`src/sv/sorted_multiset_table_assert.svh`:
```
// Assertion macros shared by the sorted multiset table RTL.
// Depends on nothing; included by sorted_multiset_table.sv for its concurrent checks.
`ifndef SORTED_MULTISET_TABLE_ASSERT_SVH
`define SORTED_MULTISET_TABLE_ASSERT_SVH

// Same-cycle implication, disabled while reset is low
`define SMT_ASSERT_IMP(lbl, clk, rstn, ante, cons) \
    lbl: assert property (@(posedge clk) disable iff (!rstn) (ante) |-> (cons)) \
        else $error("sorted_multiset_table: check failed");

// Next-cycle implication, disabled while reset is low
`define SMT_ASSERT_NXT(lbl, clk, rstn, ante, cons) \
    lbl: assert property (@(posedge clk) disable iff (!rstn) (ante) |=> (cons)) \
        else $error("sorted_multiset_table: check failed");

`endif

```
`src/sv/smt_pkg.sv`:
```
// Package for the sorted multiset table: sizes, op and status codes,
// and the structs that run between neighboring cells. No dependencies.
`timescale 1ns / 1ps
`default_nettype none

package smt_pkg;

    localparam int TABLE_DEPTH = 16;
    localparam int DATA_W      = 32;
    localparam int OUT_CNT_W   = 5;
    localparam int CNT_W       = $clog2(TABLE_DEPTH + 1);

    // Op codes
    localparam logic [1:0] OP_INSERT = 2'd0;
    localparam logic [1:0] OP_COUNT  = 2'd1;
    localparam logic [1:0] OP_DELETE = 2'd2;

    // Status codes
    localparam logic [1:0] ST_OK        = 2'd0;
    localparam logic [1:0] ST_EMPTY     = 2'd1;
    localparam logic [1:0] ST_NOT_FOUND = 2'd2;
    localparam logic [1:0] ST_FULL      = 2'd3;

    // Broadcast command to every cell
    typedef struct packed {
        logic                     ins;
        logic                     del;
        logic signed [DATA_W-1:0] value;
    } t_cmd;

    // Data a cell hands to its right neighbor
    typedef struct packed {
        logic signed [DATA_W-1:0] entry;
        logic                     valid;
        logic                     take;
        logic                     tok;
        logic [CNT_W-1:0]         cnt;
    } t_fwd;

    // Data a cell hands to its left neighbor
    typedef struct packed {
        logic signed [DATA_W-1:0] entry;
        logic                     valid;
    } t_bwd;

    // Fit an internal count onto the 5-bit result ports
    function automatic logic [OUT_CNT_W-1:0] to_out(input logic [CNT_W-1:0] c);
        logic [31:0] w;
        w = 32'(c);
        return w[OUT_CNT_W-1:0];
    endfunction

endpackage

`default_nettype wire

```
`src/sv/smt_cell.sv`:
```
// One cell of the sorted table: holds one entry and its valid bit, shifts on
// insert/delete, and passes the match-count token on to its right neighbor.
// Depends on smt_pkg.
`timescale 1ns / 1ps
`default_nettype none

module smt_cell (
    input  wire logic          i_clk,
    input  wire logic          i_rst_n,
    input  wire smt_pkg::t_cmd i_cmd,
    input  wire smt_pkg::t_fwd i_prev,
    input  wire smt_pkg::t_bwd i_next,
    output smt_pkg::t_fwd      o_fwd,
    output smt_pkg::t_bwd      o_bwd
);

    logic signed [smt_pkg::DATA_W-1:0] r_entry, n_entry;
    logic                              r_valid, n_valid;
    logic                              r_tok;
    logic [smt_pkg::CNT_W-1:0]         r_cnt, n_cnt;
    logic                              lt, take, eq, ge;

    // Local compares against the broadcast value
    assign lt   = r_valid && (i_cmd.value < r_entry);
    assign take = !r_valid || lt;
    // entry at or above the value: from the first match onward in a sorted row
    assign ge   = r_valid && !(r_entry < i_cmd.value);
    assign eq   = r_valid && (r_entry == i_cmd.value);

    assign o_fwd = '{entry: r_entry, valid: r_valid, take: take, tok: r_tok, cnt: r_cnt};
    assign o_bwd = '{entry: r_entry, valid: r_valid};

    // Insert shifts right from the insert point; delete shifts left from the match
    always_comb begin
        n_entry = r_entry;
        n_valid = r_valid;
        if (i_cmd.ins) begin
            if (i_prev.take) begin
                n_entry = i_prev.entry;
                n_valid = i_prev.valid;
            end else if (take) begin
                n_entry = i_cmd.value;
                n_valid = 1'b1;
            end
        end else if (i_cmd.del && ge) begin
            n_entry = i_next.entry;
            n_valid = i_next.valid;
        end
    end

    // Running match count rides along with the token
    assign n_cnt = i_prev.cnt + smt_pkg::CNT_W'(eq);

    always_ff @(posedge i_clk) begin
        if (!i_rst_n) begin
            r_valid <= 1'b0;
            r_tok   <= 1'b0;
        end else begin
            r_valid <= n_valid;
            r_tok   <= i_prev.tok;
        end
    end

    // Payload, no reset
    always_ff @(posedge i_clk) begin
        r_entry <= n_entry;
        r_cnt   <= n_cnt;
    end

endmodule

`default_nettype wire

```
`src/sv/sorted_multiset_table.sv`:
```
// Op 3 strobes in the cycle after the accepting edge; insert first passes through
// S_INS, and count and delete pass through S_SCAN while the count token walks
// the cell chain one cell per clock. busy is high until the result strobes, so
// a new transaction is taken only once the previous one has finished. The receiver
// cannot stall. Synchronous active-low reset empties the table, no clearing pass.
`timescale 1ns / 1ps
`default_nettype none

module sorted_multiset_table (
    input  wire logic                              i_clk,
    input  wire logic                              i_rst_n,
    input  wire logic                              start,
    output      logic                              busy,
    input  wire logic [1:0]                        i_op,
    input  wire logic signed [smt_pkg::DATA_W-1:0] i_value,
    output      logic                              o_done,
    output      logic [1:0]                        o_status,
    output      logic [smt_pkg::OUT_CNT_W-1:0]     o_match_count,
    output      logic [smt_pkg::OUT_CNT_W-1:0]     o_fill_level
);

`include "sorted_multiset_table_assert.svh"

    typedef enum logic [2:0] {
        S_IDLE = 3'b001,
        S_INS  = 3'b010,
        S_SCAN = 3'b100
    } t_state;

    localparam int D = smt_pkg::TABLE_DEPTH;
    localparam logic [smt_pkg::CNT_W-1:0] FULL_CNT = smt_pkg::CNT_W'(D);

    t_state                            r_state, n_state;
    logic [1:0]                        r_op, n_op;
    logic signed [smt_pkg::DATA_W-1:0] r_val, n_val;
    logic                              r_launch, n_launch;
    logic [smt_pkg::CNT_W-1:0]         r_fill, n_fill;
    logic                              r_done, n_done;
    logic [1:0]                        r_status, n_status;
    logic [smt_pkg::CNT_W-1:0]         r_mcnt, n_mcnt;
    logic [smt_pkg::CNT_W-1:0]         r_ofill, n_ofill;

    logic                              accept, full, empty, scan_done;
    logic [smt_pkg::CNT_W-1:0]         total;
    logic [D-1:0]                      valid_vec;
    smt_pkg::t_cmd                     cmd;
    smt_pkg::t_fwd                     fwd     [D];
    smt_pkg::t_bwd                     bwd     [D];
    smt_pkg::t_fwd                     prev_in [D];
    smt_pkg::t_bwd                     next_in [D];

    assign busy      = (r_state != S_IDLE);
    assign accept    = start && !busy;
    assign full      = (r_fill == FULL_CNT);
    assign empty     = (r_fill == '0);
    assign scan_done = fwd[D-1].tok;
    assign total     = fwd[D-1].cnt;

    // Command broadcast to the chain
    assign cmd.value = r_val;
    assign cmd.ins   = (r_state == S_INS) && !full;
    assign cmd.del   = (r_state == S_SCAN) && scan_done && (r_op == smt_pkg::OP_DELETE)
                       && (total != '0);

    // Cell chain
    for (genvar g = 0; g < D; g++) begin : g_cell
        if (g == 0) begin : g_head
            assign prev_in[g] = '{entry: '0, valid: 1'b0, take: 1'b0, tok: r_launch,
                                  cnt: '0};
        end else begin : g_body
            assign prev_in[g] = fwd[g-1];
        end
        if (g == D - 1) begin : g_tail
            assign next_in[g] = '{entry: '0, valid: 1'b0};
        end else begin : g_inner
            assign next_in[g] = bwd[g+1];
        end
        assign valid_vec[g] = bwd[g].valid;

        smt_cell u_cell (
            .i_clk   (i_clk),
            .i_rst_n (i_rst_n),
            .i_cmd   (cmd),
            .i_prev  (prev_in[g]),
            .i_next  (next_in[g]),
            .o_fwd   (fwd[g]),
            .o_bwd   (bwd[g])
        );
    end

    // Sequencer and result formation
    always_comb begin
        n_state  = r_state;
        n_op     = r_op;
        n_val    = r_val;
        n_launch = 1'b0;
        n_fill   = r_fill;
        n_done   = 1'b0;
        n_status = r_status;
        n_mcnt   = r_mcnt;
        n_ofill  = r_ofill;
        case (r_state)
            S_IDLE: begin
                if (accept) begin
                    n_op  = i_op;
                    n_val = i_value;
                    case (i_op)
                        smt_pkg::OP_INSERT: n_state = S_INS;
                        smt_pkg::OP_COUNT, smt_pkg::OP_DELETE: begin
                            n_state  = S_SCAN;
                            n_launch = 1'b1;
                        end
                        default: begin
                            n_done   = 1'b1;
                            n_status = smt_pkg::ST_OK;
                            n_mcnt   = '0;
                            n_ofill  = r_fill;
                        end
                    endcase
                end
            end
            S_INS: begin
                n_done  = 1'b1;
                n_mcnt  = '0;
                n_state = S_IDLE;
                if (full) begin
                    n_status = smt_pkg::ST_FULL;
                    n_ofill  = r_fill;
                end else begin
                    n_status = smt_pkg::ST_OK;
                    n_fill   = r_fill + smt_pkg::CNT_W'(1);
                    n_ofill  = n_fill;
                end
            end
            S_SCAN: begin
                if (scan_done) begin
                    n_done  = 1'b1;
                    n_state = S_IDLE;
                    n_mcnt  = (r_op == smt_pkg::OP_COUNT) ? total : '0;
                    if (empty) begin
                        n_status = smt_pkg::ST_EMPTY;
                    end else if (total == '0) begin
                        n_status = smt_pkg::ST_NOT_FOUND;
                    end else begin
                        n_status = smt_pkg::ST_OK;
                    end
                    if (cmd.del) begin
                        n_fill = r_fill - smt_pkg::CNT_W'(1);
                    end
                    n_ofill = n_fill;
                end
            end
            default: n_state = S_IDLE;
        endcase
    end

    always_ff @(posedge i_clk) begin
        if (!i_rst_n) begin
            r_state  <= S_IDLE;
            r_launch <= 1'b0;
            r_fill   <= '0;
            r_done   <= 1'b0;
        end else begin
            r_state  <= n_state;
            r_launch <= n_launch;
            r_fill   <= n_fill;
            r_done   <= n_done;
        end
    end

    // Transaction payload and result payload, no reset
    always_ff @(posedge i_clk) begin
        r_op     <= n_op;
        r_val    <= n_val;
        r_status <= n_status;
        r_mcnt   <= n_mcnt;
        r_ofill  <= n_ofill;
    end

    assign o_done        = r_done;
    assign o_status      = r_status;
    assign o_match_count = smt_pkg::to_out(r_mcnt);
    assign o_fill_level  = smt_pkg::to_out(r_ofill);

    // Checks
    `SMT_ASSERT_IMP(a_fill_matches_cells, i_clk, i_rst_n, 1'b1, $countones(valid_vec) == 32'(r_fill))
    `SMT_ASSERT_IMP(a_done_when_idle, i_clk, i_rst_n, r_done, r_state == S_IDLE)
    `SMT_ASSERT_IMP(a_full_status, i_clk, i_rst_n, r_done && (r_status == smt_pkg::ST_FULL), full)
    `SMT_ASSERT_NXT(a_insert_next, i_clk, i_rst_n, accept && (i_op == smt_pkg::OP_INSERT), r_state == S_INS)

endmodule

`default_nettype wire
```
`config.mk`:
```
export PLATFORM = sky130hd
export DESIGN_NAME = sorted_multiset_table
export DESIGN_NICKNAME = d
export VERILOG_FILES = /design/src/sv/smt_pkg.sv /design/src/sv/smt_cell.sv /design/src/sv/sorted_multiset_table.sv
export VERILOG_INCLUDE_DIRS = /design/src /design/src/sv
export SDC_FILE = /design/constraint.sdc
export NUM_CORES = 2
export LEC_CHECK = 0
export ABC_AREA = 1
export BUFFER_PORTS_ARGS = -buffer_cell sky130_fd_sc_hd__buf_2
export CORE_MARGIN = 1.5
export CORE_UTILIZATION = 60
export CTS_CLUSTER_DIAMETER = 200
export CTS_CLUSTER_SIZE = 20
export DETAILED_ROUTE_END_ITERATION = 8
export GPL_TIMING_DRIVEN = 0
export PLACE_DENSITY = 0.76
export SYNTH_ARGS = -nofsm -noshare
export SYNTH_HDL_FRONTEND = slang
export SYNTH_HIERARCHICAL = 1
export SYNTH_SLANG_ARGS = --single-unit
```
`constraint.sdc`:
```
create_clock -name i_clk -period 6.98 [get_ports i_clk]
set_input_delay 0.349 -clock i_clk [delete_from_list [all_inputs] [get_ports i_clk]]
set_output_delay 0.349 -clock i_clk [all_outputs]
set_load 0.02 [all_outputs]
```
; ---- Word-level counts from Yosys, hierarchy flattened
; Index checks and enable logic that the tools add are counted.
[classes]
addsub = 17
multipliers = 0
n_div = 0
n_lt_le_gt_ge = 32
n_eq_ne = 45
shifts = 0
mux = 154
bitwise_logic = 0
n_reduce_logical = 164
[op_table]
columns = op, count
row1 = two-way mux 32 bit, 63
row2 = < comparator 32 bit, 32
row3 = == test 32 bit, 16
row4 = adder 5 x 1 -> 5 bit, 14
row5 = logical AND 1 bit, 69
row6 = two-way mux 1 bit, 67
row7 = "!= test 3 x 1 -> 1 bit, second input constant", 17
row8 = two-way mux 5 bit, 9
row9 = AND reduction 2 bit, 18
row10 = zero test 1 bit, 34
row11 = nonzero test 2 bit, 17
row12 = one-hot mux 5 bit (3 select lines), 2
row13 = logical OR 1 bit, 16
row14 = two-way mux 2 bit, 6
row15 = one-hot mux 3 bit (2 select lines), 2
row16 = zero test 5 bit, 2
row17 = one-hot mux 5 bit (2 select lines), 1
row18 = two-way mux 3 bit, 2
row19 = one-hot mux 2 bit (3 select lines), 1
row20 = AND reduction 3 bit, 2
row21 = "adder 5 x 1 -> 5 bit, second input constant", 1
row22 = "== test 5 bit, second input constant", 1
row23 = nonzero test 5 bit, 1
row24 = "subtractor 5 x 1 -> 5 bit, second input constant", 1
row25 = other kinds (14), 18
[word_totals]
regBits = 676
latch_bits = 0
mem_bits_rw = 0
mem_bits_ro = 0
out_inout_bits = 14
wordCells = 485
mem_count = 0

; ---- Logic depth before layout (Yosys ltp)
[logic_depth]
ltp_word = 7
depth_mapped = 23
mapped_depth_nobuf = 21

; ---- Hierarchy
; Netlist, hierarchy kept.
[modules_own_cells]
columns = mod, instances, cells_per_inst, area_each_um2, seq_area_each_um2
row1 = smt_cell, 16, 361, 3025.4, 1101.1
row2 = sorted_multiset_table, 1, 188, 2252.2, 1581.5

; ---- Least setup slack after synthesis
; Ideal clock, no wire load.
[synth_timing]
path_type = register -> register
startpoint = register r_val[0] (netlist bit)
endpoint = register g_cell[10].u_cell/r_entry[0] (netlist bit), enable pin
setup_time_ns = 0.387
arrival_ns = 2.947
required_time_ns = 6.593
slack_ns = 3.646
path_stages_with_launch = 22
path_buffers = 2
synth_period_minus_slack_ns = 3.334
path_cell_list = edfxtp_1 ha_1 inv_1 nand2_1 nand2_1 nand2_1 nand2_1 nand2_1 nand2_1 nand2_1 nand2_1 nand2_2 nand2_2 nand2_2 nand3_2 nand2_1 buf_4 clkbuf_1 nor2_1 nand3_2 nand2_1 inv_1
[synth_lines]
columns = item, line_no
row1 = "start, declared", sorted_multiset_table.sv:35  ; logic signed [smt_pkg::DATA_W-1:0] r_val, n_val;
row2 = "start signal, assigned", sorted_multiset_table.sv:174  ; r_val <= n_val;
row3 = < comparator 32 bit, smt_cell.sv:24  ; assign lt = r_valid && (i_cmd.value < r_entry);
row4 = logical AND 1 bit, smt_cell.sv:24
row5 = logical OR 1 bit, smt_cell.sv:25  ; assign take = !r_valid || lt;
row6 = via g_cell[9].u_cell.take, smt_cell.sv:21  ; logic lt, take, eq, ge;
row7 = != test 3 x 1 -> 1 bit (no source line), n/a
row8 = AND reduction 2 bit (no source line), n/a
row9 = "end signal, assigned", smt_cell.sv:66  ; r_entry <= n_entry;
row10 = "end, declared", smt_cell.sv:17  ; logic signed [smt_pkg::DATA_W-1:0] r_entry, n_entry;
; The timed path passes the listed nets, and every way through them passes these cells.
; A chain may end at the register's enable or synchronous reset.

; ---- Worst setup path in the final report
[layout_timing]
startpoint = register r_val[15] (netlist bit)
endpoint = register g_cell[11].u_cell/r_entry[9] (netlist bit), enable pin
[layout_lines]
columns = item, line_no
row1 = < comparator 32 bit, smt_cell.sv:24
row2 = logical AND 1 bit, smt_cell.sv:24
row3 = logical OR 1 bit, smt_cell.sv:25
row4 = via g_cell[10].u_cell.take, smt_cell.sv:21
row5 = != test 3 x 1 -> 1 bit (no source line), n/a
row6 = AND reduction 2 bit (no source line), n/a
row7 = "end signal, assigned", smt_cell.sv:66
row8 = "end, declared", smt_cell.sv:17
; The timed path passes the listed nets, and every way through them passes these cells.

==> results by group <==
Clocking
  • Number of levels the H-tree was split into: 2
  • Num CTS Buffers: 39
  • Clock transition at the register clock pins on the worst setup and hold paths after CTS: 90 ps
  • Clock latency reported for the late side of the worst-skew pair: 630 ps
  • CTS Root Cell: sky130_fd_sc_hd__clkbuf_16
  • Clock tree from TritonCTS: yes
  • Clock Sink Count: 680
  • Count of buffers added by post-CTS timing repair for setup: 0
  • Maximum buffer depth of the clock tree: 3

Layout
  • Layout area overhead: 7.63%
  • Count of fill cells added during filler insertion: 7137
  • Count of inserted antenna diode cells: 0
  • Multi-input combinational cell area: 23600 um^2
  • Final design area excluding fillers: 54200 um^2
  • Sequential cell area in the final layout: 19200 um^2
  • Net count, final: 6733
  • Fraction of final layout cells with drive strength greater than 1: 15.2%

Pwr
  • Leakage: 24.7 nW
  • Power Density: 180 nW/um^2
  • Max IR drop VDD: 161 uV

Critical path
  • Most repeated library cell on the critical path: sky130_fd_sc_hd__nand2_1
  • Critical path required time: 7350 ps
  • R2R Path Start: r_val[15]$_DFFE_PP_
  • Critical path class: register to register
  • CP endpoint kind: register
  • Levels on crit path: 19
  • R2R setup slack: 1940 ps
  • Data arrival, critical path: 5410 ps
  • Crit path cell chain: inv_1 -> ha_1 -> nand2_1 -> nor2_1 -> nand2_1 -> clkinv_1 -> nand2_1 -> nand2_1 -> nand2_2 -> nand3_1 -> nand3_2 -> nand2_1 -> buf_4 -> clkbuf_1 -> nor2_1 -> nand3_2 -> nand2_1 -> clkinv_1 -> buf_16
  • Depth of the worst register-to-register path: 19
  • Category of the worst setup path launch point: register
  • Largest fanout on the critical path: 18
  • Worst stage delay on the critical path: 1430 ps
  • Crit Reg-Reg Endpoint: g_cell[11].u_cell/r_entry[9]$_DFFE_PP_
  • Kind of cell adding the most delay to the critical path: buffers and inverters
  • Slowest cell on the critical path: sky130_fd_sc_hd__edfxtp_1
  • Bufs and invs on worst path: 6

Min path
  • Class of the most critical hold timing path: input port to register
  • Worst hold path startpoint: i_rst_n
  • Hold depth: 3
  • Hold worst-path end: g_cell[14].u_cell/r_tok$_SDFF_PN0_

Die
  • Core Footprint: 83400 um^2
  • Vertical extent of the die: 293 um
  • Count of pins on the block boundary: 51
  • Overall die width: 293 um
  • Full die area: 85700 um^2
  • Initial Util: 60.4%
  • Cell row count: 106

STA
  • Slew at the pin with the worst max-slew slack: 1600 ps
  • Max Fclk: 198 MHz
  • Ratio of final minimum period to clock period: 72.2%
  • Final-report hold violation count: 0
  • Worst clock skew: 31.8 ps
  • Sum Neg Setup Slack: 0 ps
  • Worst setup slack after layout: 1940 ps
  • Unrepaired setup endpoints after global routing: false
  • Number of max-slew violations in the final report: 68
  • Post-layout min period: 5040 ps
  • Final setup violating endpoints: 0
  • Tightest slew margin relative to the limit: -6.66%

GRT
  • Largest net degree at the start of global routing: 35
  • Overflow left after global routing: 0
  • Initial antenna violation count: 1
  • Via count of the first global-routing pass: 41100
  • Global-route wire length before repair: 222 mm
  • Total global-route track usage: 33.2%

Placed design
  • Placement-stage cell area: 52400 um^2
  • Post-detailed-placement half-perimeter wirelength: 108 mm
  • Worst Setup Slack post-DPL: 2030 ps
  • Port Buffers: 50
  • Routability Congestion: 0.912

Synth
  • Mapped Area: 50400 um^2
  • Synthesis Warnings: 6
  • Mapped Cells: 5928
  • Mapped Avg Cell Area: 8.50 um^2

Detailed routing
  • Count of TritonRoute iterations in the first routing pass: 6
  • Wirelength per Cell: 19.8 um
  • Total vias in the final route: 41600
  • Antenna violation net count after detailed routing: 0
  • Post-DR vias/cell: 5.73
  • Detailed Route WL: 144 mm
  • Violation count after the first detailed-routing iteration: 3460
  • # DRC: 0

Outcome
  • Outcome: finished, violations left
  • Violated checks: max-capacitance violations, max-slew violations

Run
  • Max-cap violation count: 4
cell usage in the layout (no fill, tap or decap), types with 3 or more instances in the layout:
| cell type | n |
|---|---|
| sky130_fd_sc_hd__nand2_1 | 1188 |
| sky130_fd_sc_hd__xor2_1 | 18 |
| sky130_fd_sc_hd__o21ai_0 | 35 |
| sky130_fd_sc_hd__dfxtp_1 | 122 |
| sky130_fd_sc_hd__o21a_1 | 32 |
| sky130_fd_sc_hd__xnor2_1 | 34 |
| sky130_fd_sc_hd__o211ai_1 | 496 |
| sky130_fd_sc_hd__nor4_1 | 14 |
| sky130_fd_sc_hd__ha_1 | 548 |
| sky130_fd_sc_hd__inv_2 | 51 |
| sky130_fd_sc_hd__nand4_1 | 18 |
| sky130_fd_sc_hd__nand2_2 | 97 |
| sky130_fd_sc_hd__a21oi_1 | 231 |
| sky130_fd_sc_hd__clkinv_1 | 22 |
| sky130_fd_sc_hd__nand4_2 | 17 |
| sky130_fd_sc_hd__a21o_1 | 16 |
| sky130_fd_sc_hd__nor2_2 | 17 |
| sky130_fd_sc_hd__nor2_1 | 156 |
| sky130_fd_sc_hd__nor2_4 | 18 |
| sky130_fd_sc_hd__o22ai_1 | 18 |
| sky130_fd_sc_hd__buf_16 | 16 |
| sky130_fd_sc_hd__inv_6 | 3 |
| sky130_fd_sc_hd__nand3_1 | 637 |
| sky130_fd_sc_hd__nor3_1 | 17 |
| sky130_fd_sc_hd__buf_2 | 66 |
| sky130_fd_sc_hd__conb_1 | 76 |
| sky130_fd_sc_hd__a21oi_2 | 16 |
| sky130_fd_sc_hd__nand3b_1 | 17 |
| sky130_fd_sc_hd__inv_1 | 709 |
| sky130_fd_sc_hd__buf_4 | 542 |
| sky130_fd_sc_hd__clkbuf_1 | 237 |
| sky130_fd_sc_hd__nand3_2 | 51 |
| sky130_fd_sc_hd__edfxtp_1 | 558 |
| sky130_fd_sc_hd__clkbuf_16 | 39 |
| sky130_fd_sc_hd__dlygate4sd3_1 | 35 |
worst min-delay path, cell delays in order:
cell and delay [ps]:
sky130_fd_sc_hd__buf_2 440, sky130_fd_sc_hd__nand2_1 170, sky130_fd_sc_hd__inv_1 30
layer usage:
metal / global-route usage, % / vias up / share of wire (%) / wire length, um
li1: - / 20100 / - / -
met1: 41.4 / 19600 / 40 / 58200
met2: 56.1 / 1511 / 47 / 68100
met3: 4.59 / 380 / 6.6 / 9520
met4: 17.3 / 0 / 5.7 / 8270
met5: 0 / - / 0 / 0
per-stage QoR:
stage	utilization [%]	std cells	hold WS [ps]	power, mW
2_1_floorplan	-	6003	390	6.47
3_3_place_gp	62.7	7133	401	7.11
3_5_place_dp	62.8	7138	411	7.22
4_1_cts	64.6	7244	372	9.73
5_1_grt	65.0	7258	415	10.2
6_report	65.0	7258	423	9.76
state kept, by name (all words and copies together) (netlist names):
signal and flops:
g_cell.u_cell/r_cnt 80, g_cell.u_cell/r_entry 512, g_cell.u_cell/r_tok 16, g_cell.u_cell/r_valid 16
o_done 1, o_fill_level 5, o_match_count 5, o_status 2
r_fill 5, r_launch 1, r_op 2, r_state 3
r_val 32
how the worst max path moves through the flow:
stage                              from                                 endpoint  slack, ps
floorplan            r_val[0]$_DFFE_PP_   g_cell[10].u_cell/r_entry[0]$_DFFE_PP_       3650
global placement     r_val[0]$_DFFE_PP_   g_cell[6].u_cell/r_entry[27]$_DFFE_PP_       1680
detailed placement  r_val[15]$_DFFE_PP_  g_cell[10].u_cell/r_entry[24]$_DFFE_PP_       2030
CTS                 r_val[15]$_DFFE_PP_   g_cell[10].u_cell/r_entry[3]$_DFFE_PP_       1950
global route        r_val[15]$_DFFE_PP_  g_cell[11].u_cell/r_entry[10]$_DFFE_PP_       1740
finish              r_val[15]$_DFFE_PP_   g_cell[11].u_cell/r_entry[9]$_DFFE_PP_       1940
cell type report:
class | count | share of cell area [%]
multi-input combinational | 3775 | 43.5
sequential | 680 | 35.4
buffer | 766 | 9.10
inverter | 782 | 5.41
tap | 1080 | 2.49
timing repair buffer | 104 | 2.01
clock buffer | 68 | 2.00
clock inverter | 3 | 0.0484
repair_timing:
item,CTS,global route
hold buffers,35,0
hold endpoints to repair,35,0
gates resized for setup,0,0
where the power goes:
| part | leakage [nW] | switching [mW] | internal [mW] |
|---|---|---|---|
| Clock | 0.528 | 1.46 | 1.07 |
| Combinational | 18.1 | 1.38 | 0.891 |
| Sequential | 6.07 | 0.386 | 4.58 |
| Total | 24.7 | 3.22 | 6.55 |
Power figures use the tool's default switching activity.
